**config.mk**
```make
export PLATFORM = sky130hd
export DESIGN_NAME = rotate_pixel_source_mapper
export DESIGN_NICKNAME = d
export VERILOG_FILES = /design/src/hdl/rpsm_pkg.sv /design/src/hdl/rotate_pixel_source_mapper.sv
export SDC_FILE = /design/constraint.sdc
export NUM_CORES = 2
export LEC_CHECK = 0
export BUFFER_PORTS_ARGS = -buffer_cell sky130_fd_sc_hd__buf_2
export CAP_MARGIN = 20
export CELL_PAD_IN_SITES_DETAIL_PLACEMENT = 1
export CELL_PAD_IN_SITES_GLOBAL_PLACEMENT = 2
export CORE_UTILIZATION = 47
export CTS_CLUSTER_SIZE = 40
export DETAILED_ROUTE_END_ITERATION = 16
export GPL_ROUTABILITY_DRIVEN = 0
export PLACE_DENSITY_LB_ADDON = 0.12
export SETUP_SLACK_MARGIN = 0.5
export SLEW_MARGIN = 15
export SYNTH_ARGS = -nofsm -noshare
export SYNTH_HDL_FRONTEND = slang
export SYNTH_SLANG_ARGS = --single-unit
export TNS_END_PERCENT = 5
```
**constraint.sdc**
```tcl
create_clock -name clk -period 31.3 [get_ports clk]
set_input_delay 6.26 -clock clk [delete_from_list [all_inputs] [get_ports clk]]
set_output_delay 6.26 -clock clk [all_outputs]
set_load 0.005 [all_outputs]
```
**src/hdl/rpsm_pkg.sv**
```systemverilog
// Shared types, codes and sine table builder for the rotate mapper.
`timescale 1ns / 1ps
package rpsm_pkg;

	localparam int CfgIndexW = 2;
	localparam logic [CfgIndexW-1:0] REG_ANGLE  = 2'd0;
	localparam logic [CfgIndexW-1:0] REG_WIDTH  = 2'd1;
	localparam logic [CfgIndexW-1:0] REG_HEIGHT = 2'd2;

	localparam int CoordW = 12;
	localparam int DimW   = 13;
	localparam int AngleW = 16;
	localparam int Quarter = 90;

	typedef enum logic [2:0] {
		ROT_GENERAL = 3'd0,
		ROT_0       = 3'd1,
		ROT_90      = 3'd2,
		ROT_180     = 3'd3,
		ROT_270     = 3'd4
	} rot_kind_t;

	// Shift-and-subtract quotient, used only while building the table.
	function automatic logic [63:0] udiv64(input logic [63:0] num, input logic [63:0] den);
		logic [63:0] quo;
		logic [64:0] rem;
		quo = '0;
		rem = '0;
		for (int i = 63; i >= 0; i--) begin
			rem = {rem[63:0], num[i]};
			if (rem >= {1'b0, den}) begin
				rem = rem - {1'b0, den};
				quo[i] = 1'b1;
			end
		end
		return quo;
	endfunction

	// Sine of k degrees, Taylor series in Q30, rounded to frac fraction bits.
	function automatic logic [31:0] sine_entry(input int k, input int frac);
		logic [63:0] x;
		logic [63:0] x2;
		logic [63:0] term;
		logic signed [63:0] sum;
		logic [63:0] divisor;
		int shift;
		x = (64'(k) * 64'd19190098069 + 64'd512) >> 10;
		x2 = (x * x) >> 30;
		term = x;
		sum = $signed(x);
		shift = 30 - frac;
		for (int n = 1; n < 20; n++) begin
			if (term != 64'd0) begin
				divisor = 64'(2 * n) * 64'(2 * n + 1);
				term = (term * x2) >> 30;
				term = udiv64(term, divisor);
				if (n % 2 == 1) sum = sum - $signed(term);
				else sum = sum + $signed(term);
			end
		end
		if (sum < 0) sum = 64'sd0;
		return 32'(($unsigned(sum) + (64'd1 << (shift - 1))) >> shift);
	endfunction

endpackage

```
**src/hdl/rotate_pixel_source_mapper.sv**
```systemverilog
// Rotate pixel source mapper: seven-stage pipeline from destination to source pixel.
// One item per cycle sustained while the output is not stalled by m_axis_tready.
// Throughput is set by the fully pipelined datapath: two table reads and four
// multipliers per stage set, with a global stall driven by the output register.
// Reset (arst_n low, asynchronous) clears all valid bits and sets the angle
// to 0, width to 640 and height to 480.
`timescale 1ns / 1ps
module rotate_pixel_source_mapper import rpsm_pkg::*; #(
	parameter int MAX_DIM = 4096,
	parameter int TRIG_FRAC_BITS = 14
) (
	input  logic                 clk,
	input  logic                 arst_n,
	input  logic                 cfg_valid,
	output logic                 cfg_ready,
	input  logic [CfgIndexW-1:0] cfg_index,
	input  logic [15:0]          cfg_data,
	input  logic                 s_axis_tvalid,
	output logic                 s_axis_tready,
	input  logic [23:0]          s_axis_tdata,  // dest_x[11:0], dest_y[23:12]
	output logic                 m_axis_tvalid,
	input  logic                 m_axis_tready,
	output logic [23:0]          m_axis_tdata,  // src_x[11:0], src_y[23:12]
	output logic                 m_axis_tuser   // in_range
);

	localparam int F   = TRIG_FRAC_BITS;
	localparam int TW  = F + 2;          // signed sine/cosine
	localparam int XW  = 15;             // signed centered coordinate
	localparam int MW  = TW + XW;        // product
	localparam int PW  = F + 20;         // sum
	localparam int RW  = PW - F - 1;     // rounded coordinate
	localparam logic [16:0] AngleBias = 17'd33120;   // 92 full turns
	localparam logic [15:0] Recip360 = 16'd46603;    // 2^24 / 360

	logic [AngleW-1:0] angle_q;
	logic [DimW-1:0]   width_q, height_q;
	logic [DimW-1:0]   w_cl, h_cl;
	logic signed [XW-1:0] wm1, hm1;

	assign cfg_ready = 1'b1;

	always_ff @(posedge clk or negedge arst_n) begin
		if (!arst_n) begin
			angle_q  <= '0;
			width_q  <= 13'd640;
			height_q <= 13'd480;
		end else if (cfg_valid) begin
			unique case (cfg_index)
				REG_ANGLE:  angle_q  <= cfg_data;
				REG_WIDTH:  width_q  <= cfg_data[DimW-1:0];
				REG_HEIGHT: height_q <= cfg_data[DimW-1:0];
				default: ;
			endcase
		end
	end

	assign w_cl = (32'(width_q) > MAX_DIM) ? DimW'(MAX_DIM) : width_q;
	assign h_cl = (32'(height_q) > MAX_DIM) ? DimW'(MAX_DIM) : height_q;
	assign wm1 = $signed({2'b00, w_cl}) - XW'(1);
	assign hm1 = $signed({2'b00, h_cl}) - XW'(1);

	// sine table
	logic [F:0] sine_rom [0:Quarter];
	for (genvar k = 0; k <= Quarter; k++) begin : g_rom
		localparam logic [31:0] Entry = sine_entry(k, F);
		assign sine_rom[k] = Entry[F:0];
	end

	logic en;
	logic v_s1, v_s2, v_s3, v_s4, v_s5, v_s6, v_s7;
	assign en = !v_s7 || m_axis_tready;
	assign s_axis_tready = en;

	always_ff @(posedge clk or negedge arst_n) begin
		if (!arst_n) begin
			{v_s1, v_s2, v_s3, v_s4, v_s5, v_s6, v_s7} <= '0;
		end else if (en) begin
			v_s1 <= s_axis_tvalid;
			v_s2 <= v_s1;
			v_s3 <= v_s2;
			v_s4 <= v_s3;
			v_s5 <= v_s4;
			v_s6 <= v_s5;
			v_s7 <= v_s6;
		end
	end

	// stage 1: bias angle positive, estimate turns
	logic [16:0] u_in;
	logic [32:0] q_prod;
	logic [16:0] u_s1;
	logic [8:0]  q_s1;
	logic [CoordW-1:0] x_s1, y_s1;
	assign u_in = 17'($signed({angle_q[15], angle_q}) + $signed(AngleBias));
	assign q_prod = 33'(u_in) * 33'(Recip360);

	always_ff @(posedge clk) begin
		if (en) begin
			u_s1 <= u_in;
			q_s1 <= q_prod[32:24];
			x_s1 <= s_axis_tdata[11:0];
			y_s1 <= s_axis_tdata[23:12];
		end
	end

	// stage 2: remainder with one correction, centered coordinates
	logic [16:0] r_raw;
	logic [8:0]  r_s2;
	logic signed [XW-1:0] x2_s2, y2_s2;
	logic [CoordW-1:0] x_s2, y_s2;
	assign r_raw = u_s1 - 17'(q_s1) * 17'd360;

	always_ff @(posedge clk) begin
		if (en) begin
			r_s2  <= (r_raw >= 17'd360) ? 9'(r_raw - 17'd360) : r_raw[8:0];
			x2_s2 <= $signed({2'b00, x_s1, 1'b0}) - wm1;
			y2_s2 <= $signed({2'b00, y_s1, 1'b0}) - hm1;
			x_s2  <= x_s1;
			y_s2  <= y_s1;
		end
	end

	// stage 3: quadrant and table offset
	rot_kind_t kind_s3;
	logic [1:0] quad_s3;
	logic [6:0] rem_s3;
	logic signed [XW-1:0] x2_s3, y2_s3;
	logic [CoordW-1:0] x_s3, y_s3;
	logic [1:0] quad_c;
	logic [8:0] base_c;

	always_comb begin
		priority if (r_s2 >= 9'd270) begin
			quad_c = 2'd3; base_c = 9'd270;
		end else if (r_s2 >= 9'd180) begin
			quad_c = 2'd2; base_c = 9'd180;
		end else if (r_s2 >= 9'd90) begin
			quad_c = 2'd1; base_c = 9'd90;
		end else begin
			quad_c = 2'd0; base_c = 9'd0;
		end
	end

	always_ff @(posedge clk) begin
		if (en) begin
			quad_s3 <= quad_c;
			rem_s3  <= 7'(r_s2 - base_c);
			if (r_s2 == base_c) begin
				unique case (quad_c)
					2'd0: kind_s3 <= ROT_0;
					2'd1: kind_s3 <= ROT_90;
					2'd2: kind_s3 <= ROT_180;
					2'd3: kind_s3 <= ROT_270;
					default: kind_s3 <= ROT_GENERAL;
				endcase
			end else begin
				kind_s3 <= ROT_GENERAL;
			end
			x2_s3 <= x2_s2;
			y2_s3 <= y2_s2;
			x_s3  <= x_s2;
			y_s3  <= y_s2;
		end
	end

	// stage 4: table lookups and quadrant signs
	logic signed [TW-1:0] sa, sb;
	logic signed [TW-1:0] sin_s4, cos_s4;
	rot_kind_t kind_s4;
	logic signed [XW-1:0] x2_s4, y2_s4;
	logic [CoordW-1:0] x_s4, y_s4;
	assign sa = $signed({1'b0, sine_rom[rem_s3]});
	assign sb = $signed({1'b0, sine_rom[7'(Quarter) - rem_s3]});

	always_ff @(posedge clk) begin
		if (en) begin
			unique case (quad_s3)
				2'd0: begin sin_s4 <= sa;  cos_s4 <= sb;  end
				2'd1: begin sin_s4 <= sb;  cos_s4 <= -sa; end
				2'd2: begin sin_s4 <= -sa; cos_s4 <= -sb; end
				default: begin sin_s4 <= -sb; cos_s4 <= sa; end
			endcase
			kind_s4 <= kind_s3;
			x2_s4 <= x2_s3;
			y2_s4 <= y2_s3;
			x_s4  <= x_s3;
			y_s4  <= y_s3;
		end
	end

	// stage 5: products
	logic signed [MW-1:0] pcx_s5, psy_s5, psx_s5, pcy_s5;
	rot_kind_t kind_s5;
	logic [CoordW-1:0] x_s5, y_s5;

	always_ff @(posedge clk) begin
		if (en) begin
			pcx_s5 <= MW'(cos_s4) * MW'(x2_s4);
			psy_s5 <= MW'(sin_s4) * MW'(y2_s4);
			psx_s5 <= MW'(sin_s4) * MW'(x2_s4);
			pcy_s5 <= MW'(cos_s4) * MW'(y2_s4);
			kind_s5 <= kind_s4;
			x_s5 <= x_s4;
			y_s5 <= y_s4;
		end
	end

	// stage 6: sums and rounding, halves away from zero
	function automatic logic signed [RW-1:0] round_scaled(input logic signed [PW-1:0] n);
		logic [PW-1:0] mag;
		logic [PW-1:0] t;
		mag = n[PW-1] ? PW'(-n) : PW'(n);
		t = (mag + (PW'(1) << F)) >> (F + 1);
		return n[PW-1] ? -$signed(t[RW-1:0]) : $signed(t[RW-1:0]);
	endfunction

	logic signed [PW-1:0] nx, ny;
	logic signed [RW-1:0] gx_s6, gy_s6;
	rot_kind_t kind_s6;
	logic [CoordW-1:0] x_s6, y_s6;
	assign nx = PW'(pcx_s5) + PW'(psy_s5) + (PW'(wm1) <<< F);
	assign ny = PW'(pcy_s5) - PW'(psx_s5) + (PW'(hm1) <<< F);

	always_ff @(posedge clk) begin
		if (en) begin
			gx_s6 <= round_scaled(nx);
			gy_s6 <= round_scaled(ny);
			kind_s6 <= kind_s5;
			x_s6 <= x_s5;
			y_s6 <= y_s5;
		end
	end

	// stage 7: exact mappings, inside test, output register
	logic signed [RW-1:0] xs, ys, xe, ye, wme, hme;
	logic in_img;
	assign xe  = $signed({{(RW-CoordW){1'b0}}, x_s6});
	assign ye  = $signed({{(RW-CoordW){1'b0}}, y_s6});
	assign wme = RW'(wm1);
	assign hme = RW'(hm1);

	always_comb begin
		unique case (kind_s6)
			ROT_0:   begin xs = xe;       ys = ye;       end
			ROT_90:  begin xs = ye;       ys = hme - xe; end
			ROT_180: begin xs = wme - xe; ys = hme - ye; end
			ROT_270: begin xs = wme - ye; ys = xe;       end
			default: begin xs = gx_s6;    ys = gy_s6;    end
		endcase
	end

	assign in_img = !xs[RW-1] && !ys[RW-1]
		&& (xs <= wme) && (ys <= hme);

	always_ff @(posedge clk) begin
		if (en) begin
			m_axis_tdata <= in_img ? {ys[CoordW-1:0], xs[CoordW-1:0]} : '0;
			m_axis_tuser <= in_img;
		end
	end

	assign m_axis_tvalid = v_s7;

endmodule

```
==> results.md <==
* Status: finished, final reports clean
* CTS root buf: clkbuf_16
* Mapped Area at 0.0776 mm²
* Kind of critical path: in2out
* Fillers at 18.4k
* Fmax at 0.0709 GHz
* WL per Instance at 22.9 µm
* DRC violations left at 0
* All-layer global routing usage at 28.6%
* Synth Warn # at 0
* Hold Worst Slack at 0.387 ns
* H-tree depth at 3
* Routed Antenna Nets at 0
* Main area contributors after synthesis: fa_1, edfxtp_1, ha_1, inv_1, nand2_1
* Worst-skew pair later-pin latency at 0.72 ns
* Mapped Cells at 8068
* EDFF count, synth at 509
* Post-layout min period at 14.11 ns
* Initial antenna violation count at 7
* Top FF cell, synth: edfxtp_1
* # rows at 148
* Design area at 0.0828 mm²
* Initial Util at 47.5%
* Final worst path period share at 45.1%
* Fin. max-slew vios at 0
* Core Area at 0.163 mm²
* Num Clock Sinks at 558
* Setup bufs post-CTS at 0
* Vias in the first global route at 63.1k
* Final wirelength at 234000 µm
* Die width at 408 µm
* Synthesized flop and latch total at 558
* PnR worst setup slack at 17.19 ns
* IO buf count at 73
* Die Span Y at 408 µm
* Synth top area share at 27.6%
* CTS tree: built
* Synth top cells by count: inv_1, fa_1, nand2_1, ha_1, edfxtp_1
* Drt initial violations at 3488
* Deepest clock path buffer count at 3
* Skew final at 0.0705 ns
* Syn avg cell area at 9.62 µm²
* ANT cells at 0
* Largest area contributor in the netlist: fa_1
* Endpoints failing setup at 0
* Crit end category: output pin
* Share of cells above drive strength 1 at 5.91%
* Worst min path class: reg2reg
* Post-synth ARST share at 8.78%
* Count leader, synth: inv_1
* Detailed Routing Iterations Pass 1 at 7
* Critical path, cell by cell: buf_2 -> nor2b_1 -> inv_8 -> buf_2
* Placed Area at 0.0804 mm²
* Maxcap violations at 0
* Startpoint Class: primary input
* CP max stage delay at 0.68 ns
* Largest net degree at the start of global routing at 93
* Post-place setup slack at 17.22 ns
* Grt ovf at 0
* TNS Setup at 0 ns
* Post-CTS Hold Buffers at 0
* CTS Buf Count at 70
* Via Count at 57.9k
* Area of the multi-input gates at 0.0546 mm²
* Syn_nets at 9912
* Worst Path Arrival at 7.85 ns
* Slowest CP cell: nor2b_1
* RSZ-0062 raised after global routing: no
* Rel. slew slack at 19.8%
* CP max FO at 76
* First-pass GRT wire length at 370000 µm
* Post-CTS sizing at 0
* Register area at 0.0165 mm²
* Final Hold Fails at 0
* Die area at 0.167 mm²
* Sequential fraction of the synthesis area at 21.3%
* HPWL after DPL at 183000 µm
* Clock transition at path regs at 0.06 ns
* Num ports at 75
* Layout area overhead at 6.73%
* Cell mode on critical path: buf_2
* Worst-margin pin slew at 1.19 ns
* Worst R2R Setup Slack at 21.64 ns
* Vias per cell at 5.66
* Fin nets at 9832
* Post-synth cell types at 113
* Worst Path Required at 25.04 ns
## metrics by stage
stage	cells	util, %
after floorplan	8068	-
after global placement	10089	49.2
after detailed placement	10091	49.2
after CTS	10218	50.7
after global routing	10218	50.7
final	10218	50.7
## final timing paths
kind	startpoint	endpoint	cells past startpoint
min in group asynchronous	arst_n	v_s4	1
hold reg to reg	y2_s3[3]	y2_s4[3]	0
hold / removal	y2_s3[3]	y2_s4[3]	0
setup reg to reg	width_q[12]	gx_s6[15]	26
setup / recovery	m_axis_tready	s_axis_tready	4
max in group asynchronous	arst_n	height_q[12]	1
## cells in the final DEF, fill, tap and decap left out, types with 46 or more instances in the layout
cell / instances
buf_4: 129
inv_1: 1379
o21bai_1: 48
nor3_1: 113
a211oi_1: 58
a21o_1: 101
nand3_1: 123
nand2b_1: 112
xnor2_1: 283
mux2_2: 55
o211ai_1: 52
nor2_1: 365
and2_1: 393
a21oi_1: 303
buf_2: 72
nor2b_1: 50
fa_1: 1072
nand2_1: 837
xor2_1: 91
ha_1: 725
o21ai_0: 234
or3_1: 46
clkbuf_16: 71
o21a_1: 67
a31oi_1: 50
edfxtp_1: 509
## final cells by class
cell class                 instances  share of cell area (%)
clock buffer                      77                    2.20
clock inverter                    50                   0.769
inverter                        1384                    6.28
multi-input combinational       5772                    65.9
sequential                       558                    19.9
tap                             2175                    3.28
timing repair buffer             202                    1.62
## flip-flops by register name (all words and copies together), names as in the netlist, 15 cells and up
signal / flops
y2_s2: 15
x2_s3: 15
u_s1: 17
pcx_s5: 31
angle_q: 16
gy_s6: 19
sin_s4: 16
m_axis_tdata: 24
y2_s3: 15
x2_s2: 15
psy_s5: 31
cos_s4: 16
pcy_s5: 31
x2_s4: 15
gx_s6: 19
y2_s4: 15
psx_s5: 31
## routing by layer
layer  vias to the layer above  wire, µm  track usage [%]  part of all wire, %
met4                         8      8140             9.31                  3.5
met3                       293      9360             2.64                  4.0
met2                      1196    114000             48.1                   49
li1                      26307         -                -                    -
met5                         -        42                0                0.018
met1                     30071    103000             38.9                   44
## cells by family (layout without fill, tap and decap cells)
kind of cell | count (synthesis) | in the layout | synth area share, %
AND/OR/NAND/NOR | 2216 | 2216 | 13.8
adder cells (fa/ha/maj) | 1797 | 1797 | 39.3
buffers and inverters | 1738 | 1713 | 8.44
AO/OA/AOI/OAI | 1273 | 1273 | 11.1
flip-flops | 558 | 558 | 21.3
XOR/XNOR | 379 | 379 | 4.31
multiplexers | 106 | 106 | 1.76
other | 1 | 1 | 0.00483
## critical path, delay by kind of cell
family,cells,cell delay (ns)
and+or+nand+nor,1,0.68
buffers and inverters,3,0.78
Power is left out: the tool's default activity adds up to more than one toggle a clock period on the data nets, which glitch-free logic cannot reach.
